--- config.mk ---
export PLATFORM = sky130hd
export DESIGN_NAME = positional_list_store
export DESIGN_NICKNAME = d
export VERILOG_FILES = /design/src/hw/rtl/pls_pkg.sv /design/src/hw/rtl/pls_link_mem.sv /design/src/hw/rtl/positional_list_store.sv
export SDC_FILE = /design/constraint.sdc
export NUM_CORES = 2
export LEC_CHECK = 0
export BUFFER_PORTS_ARGS = -buffer_cell sky130_fd_sc_hd__buf_2
export CAP_MARGIN = 20
export CORE_MARGIN = 10
export CORE_UTILIZATION = 45
export DETAILED_ROUTE_END_ITERATION = 8
export GPL_ROUTABILITY_DRIVEN = 0
export PLACE_DENSITY_LB_ADDON = 0.1
export SETUP_SLACK_MARGIN = 0.15
export SYNTH_ARGS = -nofsm -noshare
export SYNTH_HDL_FRONTEND = slang
export SYNTH_HIERARCHICAL = 1
export SYNTH_SLANG_ARGS = --single-unit
--- constraint.sdc ---
create_clock -name clk -period 3.5 [get_ports clk]
set_input_delay 0.35 -clock clk [delete_from_list [all_inputs] [get_ports clk]]
set_output_delay 0.35 -clock clk [all_outputs]
set_load 0.05 [all_outputs]
--- src/hw/rtl/pls_pkg.sv ---
// Shared types and constants for the positional list store.
// Holds the sequencer state type, request and status codes, and field widths.
// No dependencies.
`timescale 1ns / 1ps

package pls_pkg;

	localparam int MODE_W = 3;
	localparam int VAL_W  = 32;
	localparam int POS_W  = 6;
	localparam int STAT_W = 2;

	localparam int IN_TDATA_W  = 48;
	localparam int OUT_TDATA_W = 48;

	localparam logic [MODE_W-1:0] MODE_INS_FRONT = 3'd0;
	localparam logic [MODE_W-1:0] MODE_INS_END   = 3'd1;
	localparam logic [MODE_W-1:0] MODE_INS_POS   = 3'd2;
	localparam logic [MODE_W-1:0] MODE_DEL_FRONT = 3'd3;
	localparam logic [MODE_W-1:0] MODE_DEL_END   = 3'd4;
	localparam logic [MODE_W-1:0] MODE_DEL_POS   = 3'd5;
	localparam logic [MODE_W-1:0] MODE_LIST      = 3'd6;

	localparam logic [STAT_W-1:0] STAT_OK    = 2'd0;
	localparam logic [STAT_W-1:0] STAT_EMPTY = 2'd1;
	localparam logic [STAT_W-1:0] STAT_OOB   = 2'd2;
	localparam logic [STAT_W-1:0] STAT_FULL  = 2'd3;

	typedef enum logic [3:0] {
		ST_IDLE,
		ST_EMIT,
		ST_INS_TAKE,
		ST_INS_FREE,
		ST_WALK,
		ST_WALK_WAIT,
		ST_LINK_RD,
		ST_INS_LINK,
		ST_INS_HOOK,
		ST_DEL_D,
		ST_DEL_UNLINK,
		ST_DEL_FREE,
		ST_LIST_OUT
	} pls_state_t;

endpackage

--- src/hw/rtl/pls_link_mem.sv ---
// Link memory of the positional list store: one next-slot entry per slot.
// Synchronous write, registered read; per-entry valid bits give the reset chain.
// No package dependencies.
`timescale 1ns / 1ps

module pls_link_mem #(
	parameter int CAPACITY = 32,
	parameter int SW = 5
) (
	input  logic          clk,
	input  logic          arst_n,
	input  logic          rd_en,
	input  logic [SW-1:0] rd_addr,
	output logic [SW-1:0] rd_data,
	input  logic          wr_en,
	input  logic [SW-1:0] wr_addr,
	input  logic [SW-1:0] wr_data
);

	logic [SW-1:0]       link_mem [CAPACITY];
	logic [CAPACITY-1:0] vld_q;
	logic [SW-1:0]       rst_link;
	logic [SW-1:0]       rd_data_q;

	// unwritten entry chains to the next slot, the last one wraps to slot 0
	always_comb begin
		if (rd_addr == SW'(CAPACITY - 1)) begin
			rst_link = '0;
		end else begin
			rst_link = rd_addr + SW'(1);
		end
	end

	always_ff @(posedge clk or negedge arst_n) begin
		if (!arst_n) begin
			vld_q <= '0;
		end else if (wr_en) begin
			vld_q[wr_addr] <= 1'b1;
		end
	end

	always_ff @(posedge clk) begin
		if (wr_en) begin
			link_mem[wr_addr] <= wr_data;
		end
		if (rd_en) begin
			rd_data_q <= vld_q[rd_addr] ? link_mem[rd_addr] : rst_link;
		end
	end

	assign rd_data = rd_data_q;

endmodule

--- src/hw/rtl/positional_list_store.sv ---
// Top level of the positional list store: request sequencer, value memory
// and output register. Depends on pls_pkg and pls_link_mem.
`timescale 1ns / 1ps

// Bounded singly linked list of signed 32-bit values, addressed by 1-based
// position. Each request item inserts (front, end, position), deletes (front,
// end, position) or lists the contents; every request but a listing answers
// with one result item, a listing answers with one item per element (tlast on
// the final one) or one empty item. Slots live in two single-port-style
// memories with a registered read: a value memory and a link memory.
// Unused slots form a free chain. An insert or a delete at a position of 2
// or more walks the link memory one link per cycle from the head to the
// predecessor of that position (end operations use length + 1 or length).
// A new request is accepted when the sequencer is idle, even while the last
// result item still waits in the output register.
module positional_list_store #(
	parameter int CAPACITY = 32
) (
	input  logic                             clk,
	input  logic                             arst_n,
	input  logic                             s_axis_tvalid,
	output logic                             s_axis_tready,
	// mode[2:0], item_value[34:3], position[40:35], zero fill [47:41]
	input  logic [pls_pkg::IN_TDATA_W-1:0]   s_axis_tdata,
	output logic                             m_axis_tvalid,
	input  logic                             m_axis_tready,
	// status[1:0], result_value[33:2], result_position[39:34],
	// list_length[45:40], zero fill [47:46]
	output logic [pls_pkg::OUT_TDATA_W-1:0]  m_axis_tdata,
	output logic                             m_axis_tlast
);

	import pls_pkg::*;

	localparam int SW = (CAPACITY > 1) ? $clog2(CAPACITY) : 1;
	localparam int CW = $clog2(CAPACITY + 1);
	localparam int TW = ((CW > POS_W) ? CW : POS_W) + 1;

	// sequencer state
	pls_state_t state_q, state_d;
	logic [SW-1:0] head_q, head_d;
	logic [SW-1:0] free_q, free_d;
	logic [CW-1:0] count_q, count_d;

	// per-request working registers
	logic          front_q, front_d;
	logic          is_ins_q, is_ins_d;
	logic [SW-1:0] new_q, new_d;
	logic [SW-1:0] del_q, del_d;
	logic [SW-1:0] cur_q, cur_d;
	logic [CW-1:0] steps_q, steps_d;
	logic [CW-1:0] idx_q, idx_d;
	logic [CW-1:0] tgt_q, tgt_d;
	logic [VAL_W-1:0] val_q, val_d;

	// pending single result
	logic [STAT_W-1:0] res_status_q, res_status_d;
	logic [VAL_W-1:0]  res_value_q, res_value_d;
	logic [CW-1:0]     res_pos_q, res_pos_d;
	logic [CW-1:0]     res_len_q, res_len_d;

	// output register
	logic              out_valid_q;
	logic [STAT_W-1:0] out_status_q;
	logic [VAL_W-1:0]  out_value_q;
	logic [POS_W-1:0]  out_pos_q;
	logic [POS_W-1:0]  out_len_q;
	logic              out_last_q;
	logic              out_free;
	logic              out_load;
	logic [STAT_W-1:0] ld_status;
	logic [VAL_W-1:0]  ld_value;
	logic [POS_W-1:0]  ld_pos;
	logic [POS_W-1:0]  ld_len;
	logic              ld_last;

	// memory ports
	logic          lk_re;
	logic [SW-1:0] lk_raddr;
	logic [SW-1:0] link_rd;
	logic          lk_we;
	logic [SW-1:0] lk_waddr;
	logic [SW-1:0] lk_wdata;
	logic          val_re;
	logic [SW-1:0] val_raddr;
	logic          val_we;
	logic [VAL_W-1:0] val_mem [CAPACITY];
	logic [VAL_W-1:0] val_rd_q;

	// request decode
	logic [MODE_W-1:0] in_mode;
	logic [VAL_W-1:0]  in_value;
	logic [POS_W-1:0]  in_pos;
	logic [TW-1:0]     cnt_ext;
	logic [TW-1:0]     ins_tgt;
	logic [TW-1:0]     del_tgt;

	assign in_mode  = s_axis_tdata[MODE_W-1:0];
	assign in_value = s_axis_tdata[MODE_W +: VAL_W];
	assign in_pos   = s_axis_tdata[MODE_W + VAL_W +: POS_W];
	assign cnt_ext  = TW'(count_q);

	always_comb begin
		case (in_mode)
			MODE_INS_FRONT: ins_tgt = TW'(1);
			MODE_INS_END:   ins_tgt = cnt_ext + TW'(1);
			default:        ins_tgt = TW'(in_pos);
		endcase
		case (in_mode)
			MODE_DEL_FRONT: del_tgt = TW'(1);
			MODE_DEL_END:   del_tgt = cnt_ext;
			default:        del_tgt = TW'(in_pos);
		endcase
	end

	assign out_free = !out_valid_q || m_axis_tready;

	pls_link_mem #(
		.CAPACITY (CAPACITY),
		.SW       (SW)
	) u_link_mem (
		.clk     (clk),
		.arst_n  (arst_n),
		.rd_en   (lk_re),
		.rd_addr (lk_raddr),
		.rd_data (link_rd),
		.wr_en   (lk_we),
		.wr_addr (lk_waddr),
		.wr_data (lk_wdata)
	);

	// value memory: slots are read only after being written
	always_ff @(posedge clk) begin
		if (val_we) begin
			val_mem[free_q] <= val_q;
		end
		if (val_re) begin
			val_rd_q <= val_mem[val_raddr];
		end
	end

	// sequencer: next state, memory control and result assembly
	always_comb begin
		state_d      = state_q;
		head_d       = head_q;
		free_d       = free_q;
		count_d      = count_q;
		front_d      = front_q;
		is_ins_d     = is_ins_q;
		new_d        = new_q;
		del_d        = del_q;
		cur_d        = cur_q;
		steps_d      = steps_q;
		idx_d        = idx_q;
		tgt_d        = tgt_q;
		val_d        = val_q;
		res_status_d = res_status_q;
		res_value_d  = res_value_q;
		res_pos_d    = res_pos_q;
		res_len_d    = res_len_q;

		out_load  = 1'b0;
		ld_status = STAT_OK;
		ld_value  = '0;
		ld_pos    = '0;
		ld_len    = '0;
		ld_last   = 1'b0;

		lk_re     = 1'b0;
		lk_raddr  = cur_q;
		lk_we     = 1'b0;
		lk_waddr  = cur_q;
		lk_wdata  = new_q;
		val_re    = 1'b0;
		val_raddr = cur_q;
		val_we    = 1'b0;

		s_axis_tready = (state_q == ST_IDLE);

		case (state_q)
			ST_IDLE: begin
				if (s_axis_tvalid) begin
					val_d        = in_value;
					res_status_d = STAT_OK;
					res_value_d  = '0;
					res_pos_d    = '0;
					res_len_d    = count_q;
					state_d      = ST_EMIT;
					case (in_mode)
						MODE_INS_FRONT, MODE_INS_END, MODE_INS_POS: begin
							if (ins_tgt == '0 || ins_tgt > cnt_ext + TW'(1)) begin
								res_status_d = STAT_OOB;
							end else if (count_q == CW'(CAPACITY)) begin
								res_status_d = STAT_FULL;
							end else begin
								is_ins_d = 1'b1;
								tgt_d    = CW'(ins_tgt);
								front_d  = (ins_tgt == TW'(1));
								state_d  = ST_INS_TAKE;
							end
						end
						MODE_DEL_FRONT, MODE_DEL_END, MODE_DEL_POS: begin
							if (count_q == '0) begin
								res_status_d = STAT_EMPTY;
							end else if (del_tgt == '0 || del_tgt > cnt_ext) begin
								res_status_d = STAT_OOB;
							end else begin
								is_ins_d = 1'b0;
								tgt_d    = CW'(del_tgt);
								front_d  = (del_tgt == TW'(1));
								cur_d    = head_q;
								steps_d  = CW'(del_tgt - TW'(2));
								state_d  = (del_tgt == TW'(1)) ? ST_DEL_D : ST_WALK;
							end
						end
						MODE_LIST: begin
							if (count_q == '0) begin
								res_status_d = STAT_EMPTY;
							end else begin
								lk_re     = 1'b1;
								lk_raddr  = head_q;
								val_re    = 1'b1;
								val_raddr = head_q;
								idx_d     = '0;
								state_d   = ST_LIST_OUT;
							end
						end
						default: begin
							// unused code: report ok and the current length
						end
					endcase
				end
			end

			ST_EMIT: begin
				if (out_free) begin
					out_load  = 1'b1;
					ld_status = res_status_q;
					ld_value  = res_value_q;
					ld_pos    = POS_W'(res_pos_q);
					ld_len    = POS_W'(res_len_q);
					ld_last   = 1'b1;
					state_d   = ST_IDLE;
				end
			end

			ST_INS_TAKE: begin
				// pop the free chain head and store the value there
				lk_re    = 1'b1;
				lk_raddr = free_q;
				val_we   = 1'b1;
				new_d    = free_q;
				state_d  = ST_INS_FREE;
			end

			ST_INS_FREE: begin
				free_d = link_rd;
				if (front_q) begin
					lk_we        = 1'b1;
					lk_waddr     = new_q;
					lk_wdata     = head_q;
					head_d       = new_q;
					count_d      = count_q + CW'(1);
					res_len_d    = count_q + CW'(1);
					state_d      = ST_EMIT;
				end else begin
					cur_d   = head_q;
					steps_d = tgt_q - CW'(2);
					state_d = ST_WALK;
				end
			end

			ST_WALK: begin
				if (steps_q == '0) begin
					state_d = ST_LINK_RD;
				end else begin
					lk_re    = 1'b1;
					lk_raddr = cur_q;
					state_d  = ST_WALK_WAIT;
				end
			end

			ST_WALK_WAIT: begin
				// advance one link per cycle, chaining the read data to the next address
				cur_d   = link_rd;
				steps_d = steps_q - CW'(1);
				if (steps_q == CW'(1)) begin
					state_d = ST_LINK_RD;
				end else begin
					lk_re    = 1'b1;
					lk_raddr = link_rd;
				end
			end

			ST_LINK_RD: begin
				// cur_q now holds the predecessor of the target position
				lk_re    = 1'b1;
				lk_raddr = cur_q;
				state_d  = is_ins_q ? ST_INS_LINK : ST_DEL_D;
			end

			ST_INS_LINK: begin
				lk_we    = 1'b1;
				lk_waddr = new_q;
				lk_wdata = link_rd;
				state_d  = ST_INS_HOOK;
			end

			ST_INS_HOOK: begin
				lk_we     = 1'b1;
				lk_waddr  = cur_q;
				lk_wdata  = new_q;
				count_d   = count_q + CW'(1);
				res_len_d = count_q + CW'(1);
				state_d   = ST_EMIT;
			end

			ST_DEL_D: begin
				del_d     = front_q ? head_q : link_rd;
				lk_re     = 1'b1;
				lk_raddr  = front_q ? head_q : link_rd;
				val_re    = 1'b1;
				val_raddr = front_q ? head_q : link_rd;
				state_d   = ST_DEL_UNLINK;
			end

			ST_DEL_UNLINK: begin
				if (front_q) begin
					head_d = link_rd;
				end else begin
					lk_we    = 1'b1;
					lk_waddr = cur_q;
					lk_wdata = link_rd;
				end
				res_value_d = val_rd_q;
				state_d     = ST_DEL_FREE;
			end

			ST_DEL_FREE: begin
				// push the freed slot onto the free chain
				lk_we     = 1'b1;
				lk_waddr  = del_q;
				lk_wdata  = free_q;
				free_d    = del_q;
				count_d   = count_q - CW'(1);
				res_pos_d = tgt_q;
				res_len_d = count_q - CW'(1);
				state_d   = ST_EMIT;
			end

			ST_LIST_OUT: begin
				if (out_free) begin
					out_load  = 1'b1;
					ld_status = STAT_OK;
					ld_value  = val_rd_q;
					ld_pos    = POS_W'(idx_q + CW'(1));
					ld_len    = POS_W'(count_q);
					ld_last   = ((idx_q + CW'(1)) == count_q);
					if ((idx_q + CW'(1)) == count_q) begin
						state_d = ST_IDLE;
					end else begin
						idx_d     = idx_q + CW'(1);
						lk_re     = 1'b1;
						lk_raddr  = link_rd;
						val_re    = 1'b1;
						val_raddr = link_rd;
					end
				end
			end

			default: begin
				state_d = ST_IDLE;
			end
		endcase
	end

	always_ff @(posedge clk or negedge arst_n) begin
		if (!arst_n) begin
			state_q     <= ST_IDLE;
			head_q      <= '0;
			free_q      <= '0;
			count_q     <= '0;
			out_valid_q <= 1'b0;
		end else begin
			state_q <= state_d;
			head_q  <= head_d;
			free_q  <= free_d;
			count_q <= count_d;
			if (out_load) begin
				out_valid_q <= 1'b1;
			end else if (m_axis_tready) begin
				out_valid_q <= 1'b0;
			end
		end
	end

	always_ff @(posedge clk) begin
		front_q      <= front_d;
		is_ins_q     <= is_ins_d;
		new_q        <= new_d;
		del_q        <= del_d;
		cur_q        <= cur_d;
		steps_q      <= steps_d;
		idx_q        <= idx_d;
		tgt_q        <= tgt_d;
		val_q        <= val_d;
		res_status_q <= res_status_d;
		res_value_q  <= res_value_d;
		res_pos_q    <= res_pos_d;
		res_len_q    <= res_len_d;
		if (out_load) begin
			out_status_q <= ld_status;
			out_value_q  <= ld_value;
			out_pos_q    <= ld_pos;
			out_len_q    <= ld_len;
			out_last_q   <= ld_last;
		end
	end

	assign m_axis_tvalid = out_valid_q;
	assign m_axis_tlast  = out_last_q;
	assign m_axis_tdata  = {
		{(OUT_TDATA_W - STAT_W - VAL_W - 2 * POS_W){1'b0}},
		out_len_q, out_pos_q, out_value_q, out_status_q
	};

endmodule

**Word-level counts from Yosys, hierarchy flattened**

Memory sizes are Yosys's and may differ from the RTL's. A register that Yosys moved wholly into a read port is not among the register bits.
Index checks and enable logic that the tools add are counted.

- Register bits after elaboration: 218
- RAM bits: 1184
- Output and inout port bits: 51
- Word-level logic and storage cells: 241
- Memories: 2

- Add/subtract/negate cells: 8
- $lt $le $gt $ge: 5
- Equal/unequal tests: 41
- Mux-type cells: 121
- Bitwise gates (word level): 1
- Reductions and logical operators: 38

Memories:

| name | words | bits a word | rd ports | clocked after Yosys merged registers in | wr ports | RTL line | RTL |
|---|---|---|---|---|---|---|---|
| val_mem | 32 | 32 | 1 | 1 | 1 | positional_list_store.sv:87 | `logic [VAL_W-1:0] val_mem [CAPACITY];` |
| u_link_mem.link_mem | 32 | 5 | 1 | 0 | 1 | pls_link_mem.sv:20 | `logic [SW-1:0] link_mem [CAPACITY];` |

Operators by type and width:

| operator | number |
|---|---|
| 32-bit one-hot mux with 2 select lines | 2 |
| 6-bit 2-to-1 mux | 21 |
| 32-bit 2-to-1 mux | 3 |
| 5-bit 2-to-1 mux | 19 |
| 6-bit one-hot mux with 2 select lines | 6 |
| 4-bit one-hot mux with 12 select lines | 1 |
| 5-bit one-hot mux with 3 select lines | 3 |
| 4-bit 2-to-1 mux | 10 |
| 6-bit one-hot mux with 3 select lines | 2 |
| 32-bit OR | 1 |
| 1-bit 2-to-1 mux | 30 |
| 2-bit inequality test (second input constant) | 15 |
| 5-bit one-hot mux with 5 select lines | 1 |
| 6-bit one-hot mux with 4 select lines | 1 |
| 4-bit equality test (second input constant) | 5 |
| 5-bit one-hot mux with 2 select lines | 2 |
| 5-bit one-hot mux with 4 select lines | 1 |
| 4-bit by 3-bit equality test with 1-bit output (second input constant) | 4 |
| 7-bit by 1-bit equality test with 1-bit output (second input constant) | 2 |
| 7-bit zero test | 2 |
| 2-bit 2-to-1 mux | 7 |
| 7-bit one-hot mux with 2 select lines | 1 |
| 2-bit nonzero test | 7 |
| 6-bit by 1-bit adder with 6-bit output (second input constant) | 2 |
| other kinds (41) | 66 |

**Logic depth before layout (Yosys ltp)**

- Word-level depth: 9
- Mapped depth: 18

**By module**

The synthesis kept the hierarchy.

Modules (own cells, without submodules):

| module | instances | cells an instance | area an instance (µm²) | sequential area each (µm²) |
|---|---|---|---|---|
| positional_list_store | 1 | 3699 | 50556.0 | 37040.5 |
| pls_link_mem | 1 | 408 | 7836.3 | 5755.5 |

**Worst setup path before layout**

Ideal clock, no wire load.

- Kind: reg2reg
- From: register idx_q[0]
- To: register u_link_mem.rd_data_q[1], in the netlist u_link_mem/rd_data[1] (data pin)
- Library setup time: 0.260 ns
- Data arrival time: 3.664 ns
- Required time: 3.240 ns
- Path slack: -0.424 ns
- Stages on the path, launching flop included: 17
- Buffers on the path: 2
- Clock period less this slack: 3.924 ns
- Path through: edfxtp_1 ha_1 xnor2_1 xnor2_1 a211oi_4 a21oi_1 o21a_1 a21oi_1 o221ai_1 o2111ai_1 buf_2 buf_2 mux4_2 mux2_2 a221oi_1 a31oi_1 mux2_4

- Word-level cells in the longest chain between the ends: 8
- Elaborated cells on any way between the ends: 12

RTL lines:

| item | RTL line | RTL |
|---|---|---|
| start: declaration | positional_list_store.sv:52 | `logic [CW-1:0] idx_q, idx_d;` |
| start signal: assignment | positional_list_store.sv:404 | `idx_q <= idx_d;` |
| 6-bit by 1-bit adder with 6-bit output * | positional_list_store.sv:359 | `if ((idx_q + CW'(1)) == count_q) begin` |
| 6-bit equality test * | positional_list_store.sv:359 |  |
| 5-bit 2-to-1 mux * | positional_list_store.sv:359 |  |
| 5-bit 2-to-1 mux * | positional_list_store.sv:352 | `if (out_free) begin` |
| 5-bit one-hot mux with 5 select lines * | positional_list_store.sv:180 | `case (state_q)` |
| via lk_raddr[1] | positional_list_store.sv:79 | `logic [SW-1:0] lk_raddr;` |
| 1-bit binary-select mux with 5-bit select, or another cell as far along | pls_link_mem.sv:47 | `rd_data_q <= vld_q[rd_addr] ? link_mem[rd_addr] : rst_link;` |
| 1-bit 2-to-1 mux (implied by the code) / 5-bit 2-to-1 mux (equally long branches) | pls_link_mem.sv:47, pls_link_mem.sv:27 |  |
| 5-bit 2-to-1 mux * | pls_link_mem.sv:47 |  |
| end signal: assignment | pls_link_mem.sv:47 |  |
| end: declaration | pls_link_mem.sv:23 | `logic [SW-1:0] rd_data_q;` |

The timed path passes the listed nets; every way through them passes the cells marked *. The select of a mux whose other input is x is not followed.
A chain may end at the register's enable or synchronous reset.

**Worst setup path in the final report**

- From: register idx_q[1]
- To: register u_link_mem.rd_data_q[3], in the netlist u_link_mem/rd_data[3] (data pin)

The elaborated chain is that of the path after synthesis.

==> impl_metrics.csv <==
group,metric,value,unit
worst_setup_path,crit_fanout,5,
timing,period_minus_slack,3860,ps
yosys,synth_top_flop_cell,"edfxtp_1",
yosys,synth_edf_count,1381,
yosys,yosysWarningCount,6,
timing,maxSlewHeadroom,22.11,%
yosys,synth_cell_types,78,
floorplan,core,0.1292,sq mm
timing,final_hold_viol_count,0,
yosys,syn_inst,4107,
global_route,grt_max_degree,44,
power_and_ir_drop,powerDensity,1029,mW/mm^2
global_route,grt_pass1_vias,36330,
yosys,synthesis.area,0.05839,sq mm
floorplan,ioPinCount,103,
yosys,syn_area_per_cell,14.22,sq um
timing,hold_ws,128.9,ps
floorplan,die_x,380.2,microns
placement,numPortBuffers,93,
cts,cts-buffers-inserted,153,
worst_setup_path,worstPathRequired,4050,ps
timing,setup_violations,37,
detailed_routing,via_count,38680,
flow_run,max_cap_violations,0,
floorplan,fp.dieH,380.2,microns
worst_setup_path,worst_setup_path_end_kind,"flip-flop",
floorplan,start_util,45.21,%
cells_and_area,final_cells,6669,
power_and_ir_drop,irDropWorstVdd,0.0008809,V
timing,fin_crit_sh,110.3,%
global_route,grt_pass1_wl,257600,microns
global_route,grt_antenna_before_repair,1,
worst_setup_path,critPathLaunchType,"flip-flop",
yosys,synth_top_family_by_area,"simple AND/OR/NAND/NOR gates",
cts,cts_tree,"done",
cts,clk_pin_slew,60,ps
worst_setup_path,cp.arrival,4410,ps
worst_setup_path,worstSetupPathType,"reg -> reg",
placement,dp_cells,6205,
detailed_routing,drt_pre_antenna_iters,8,
hold_path,hold_path.class,"in -> reg",
detailed_routing,drt_iter0_markers,4430,
outcome,violations,"negative setup slack",
timing,finalMaxSlewViolations,0,
hold_path,hold_depth,4,
timing,rsz0062_at_grt,"yes",
cts,clock_sink_count,1434,
worst_setup_path,r2r-start,"idx_q[1]",
yosys,synth_fa_ha_area_share,0.4500,%
timing,skew,31.02,ps
cells_and_area,nFillCells,10280,
timing,timing.final.ws_setup,-359.7,ps
cells_and_area,final_nets,4876,
timing,timing.fmax,0.2591,GHz
global_route,track_usage,24.22,%
cells_and_area,drive_gt1_share,27.99,%
floorplan,dieArea,0.1446,sq mm
yosys,synth_compound_area_share,6.613,%
floorplan,row_count,132,
cts,clk_latency,800,ps
cells_and_area,area.growth.synth_to_final,27.01,%
placement,hpwl,110900,microns
detailed_routing,vias_per_cell,5.799,
yosys,async_flop_share,3.696,%
detailed_routing,wl_per_cell,28.02,microns
detailed_routing,drtAntennaViolNets,0,
cts,ctsHtreeMaxLevel,4,
global_route,grt_overflow,0,
cts,clk_path_buf_depth,3,
outcome,outcome,"finished, violations left",
cts,cts_root_buf,"clkbuf_16",
yosys,synth.area.mux_share,4.742,%
detailed_routing,drc,0,
timing,tightestPinTransition,1168,ps
yosys,synthXorXnorAreaFrac,0.4350,%
worst_setup_path,startpoint,"idx_q[1]",
hold_path,holdCritStartpoint,"m_axis_tready",
power_and_ir_drop,power_leakage,26.66,nW
cells_and_area,diodes,0,
yosys,synthSimpleGateAreaFrac,12.16,%
yosys,ys_seq_area_share,73.29,%
yosys,synth-seq-cells,1434,
detailed_routing,routed_wl,186900,microns
worst_setup_path,rr_worst_depth,13,
## logic make-up (layout without fill, tap and decap cells)
kind of cell | after synthesis | after routing
buffers and inverters | 292 | 1110
other | 1 | 2
AND/OR/NAND/NOR | 1584 | 1585
flip-flops | 1434 | 1434
adder cells (fa/ha/maj) | 21 | 21
XOR/XNOR | 29 | 29
AO/OA/AOI/OAI | 532 | 532
multiplexers | 214 | 214
## area by class of cell
cell class,count,area [sq um],share of cell area (%)
flip-flops and latches,1434,42800,57.71
well taps,1742,2180,2.939
clock inverters,90,977.2,1.318
multi-input cells,2383,15880,21.41
repair buffers,791,8158,11.00
clock buffers,189,4016,5.416
inverters,40,153.9,0.2075
## final timing paths
| check | to | slack (ps) |
|---|---|---|
| max | u_link_mem/rd_data[3] | -360 |
| min | m_axis_tvalid | 130 |
| max reg2reg | u_link_mem/rd_data[3] | -360 |
| min reg2reg | u_link_mem/vld_q[8] | 460 |
| max in group asynchronous | u_link_mem/vld_q[10] | 2480 |
| min in group asynchronous | head_q[4] | 190 |
## state kept, by name, indices dropped and copies added, names as in the netlist, 32 cells and up
signal and count:
u_link_mem/link_mem 160, out_value_q 32, val_mem 1024, res_value_q 32, val_rd_q 32, val_q 32
u_link_mem/vld_q 32
## layout by cell type, fill, tap and decap left out, types with 34 or more instances in the layout
cell type / instances
buf_12: 108
mux4_2: 47
a31oi_1: 68
and2_1: 40
o221ai_1: 34
edfxtp_1: 1381
and3_1: 108
nand3_1: 166
nand2_1: 848
or2_2: 39
a21oi_1: 55
mux2i_1: 131
nor2_1: 140
nor2_4: 36
o22ai_1: 35
clkbuf_16: 180
a22oi_1: 47
buf_6: 36
buf_2: 93
buf_4: 466
o21ai_0: 41
dfrtp_1: 52
nand4_1: 63
clkinv_1: 34
nand3_2: 37
## power breakdown
group	internal, mW	switching [mW]
clock network	9.39	6.80
registers	21.0	1.23
logic	17.3	20.6
## cells in the mapped netlist (10+ instances only)
cell,n,area (sq um)
buf_4,25,187.7
buf_1,10,37.54
edfxtp_1,1381,41470
or2_2,39,244.0
nor2b_1,14,87.58
mux4_2,47,1059
mux2i_1,151,1511
a22oi_1,50,375.4
ha_1,21,262.8
nand2_1,860,3228
buf_2,92,460.4
a31oi_1,72,450.4
o21ai_1,20,100.1
nand2b_1,11,68.82
o21a_1,11,82.58
o21ai_0,62,310.3
nand3_1,204,1021
a221oi_1,12,105.1
and3_1,116,725.7
and2_1,40,250.2
o221ai_1,69,604.3
xnor2_1,20,175.2
nor3_1,14,70.07
inv_1,37,138.9
a21oi_1,64,320.3
mux2_2,11,123.9
a311oi_1,35,306.5
nor2_1,185,694.4
dfrtp_1,53,1326
clkbuf_1,120,450.4
o22ai_1,46,287.8
a211oi_2,30,375.4
nand4_1,63,394.1
## repair_timing
item                       CTS  global route
gates cloned                 7            25
pin swaps                   10           104
buffers inserted            14           105
setup endpoints to repair   55           119
gates resized for setup     69           261
hold endpoints to repair    58             0
hold buffers                33             0
## stage by stage
stage	power [mW]	TNS, ps	util (%)	cell area, sq um	setup WS, ps
after floorplan	39.16	-1182	-	58550	-236.5
after global placement	52.75	-8190	50.52	65250	-538.3
after detailed placement	52.83	-8414	50.52	65250	-524.6
after CTS	70.57	-5434	55.16	71240	-315.3
after global routing	79.52	-15030	57.42	74160	-500.2
final	76.33	-10080	57.42	74160	-359.7
## worst max-delay path, stage by stage (launching register included)
cell and delay [ps]:
edfxtp_1 400, ha_1 260, xnor2_2 170, xnor2_2 160, a211oi_4 310, a21oi_1 130, o21a_1 200, a21oi_2 120
o221ai_2 120, o2111ai_4 160, mux4_2 550, mux4_2 490, o21a_4 250, mux2_4 300
## layer usage
metal / share of wire [%] / wire, microns / vias up / global-route usage [%]
met3: 7.3 / 13640 / 285 / 3.457
met5: 0 / 0 / - / 0
met1: 43 / 79830 / 19720 / 34.35
met4: 2.7 / 5001 / 0 / 6.377
li1: - / - / 16980 / -
met2: 47 / 88410 / 1687 / 39.14
Note: power is estimated with default switching activity, not from simulation.
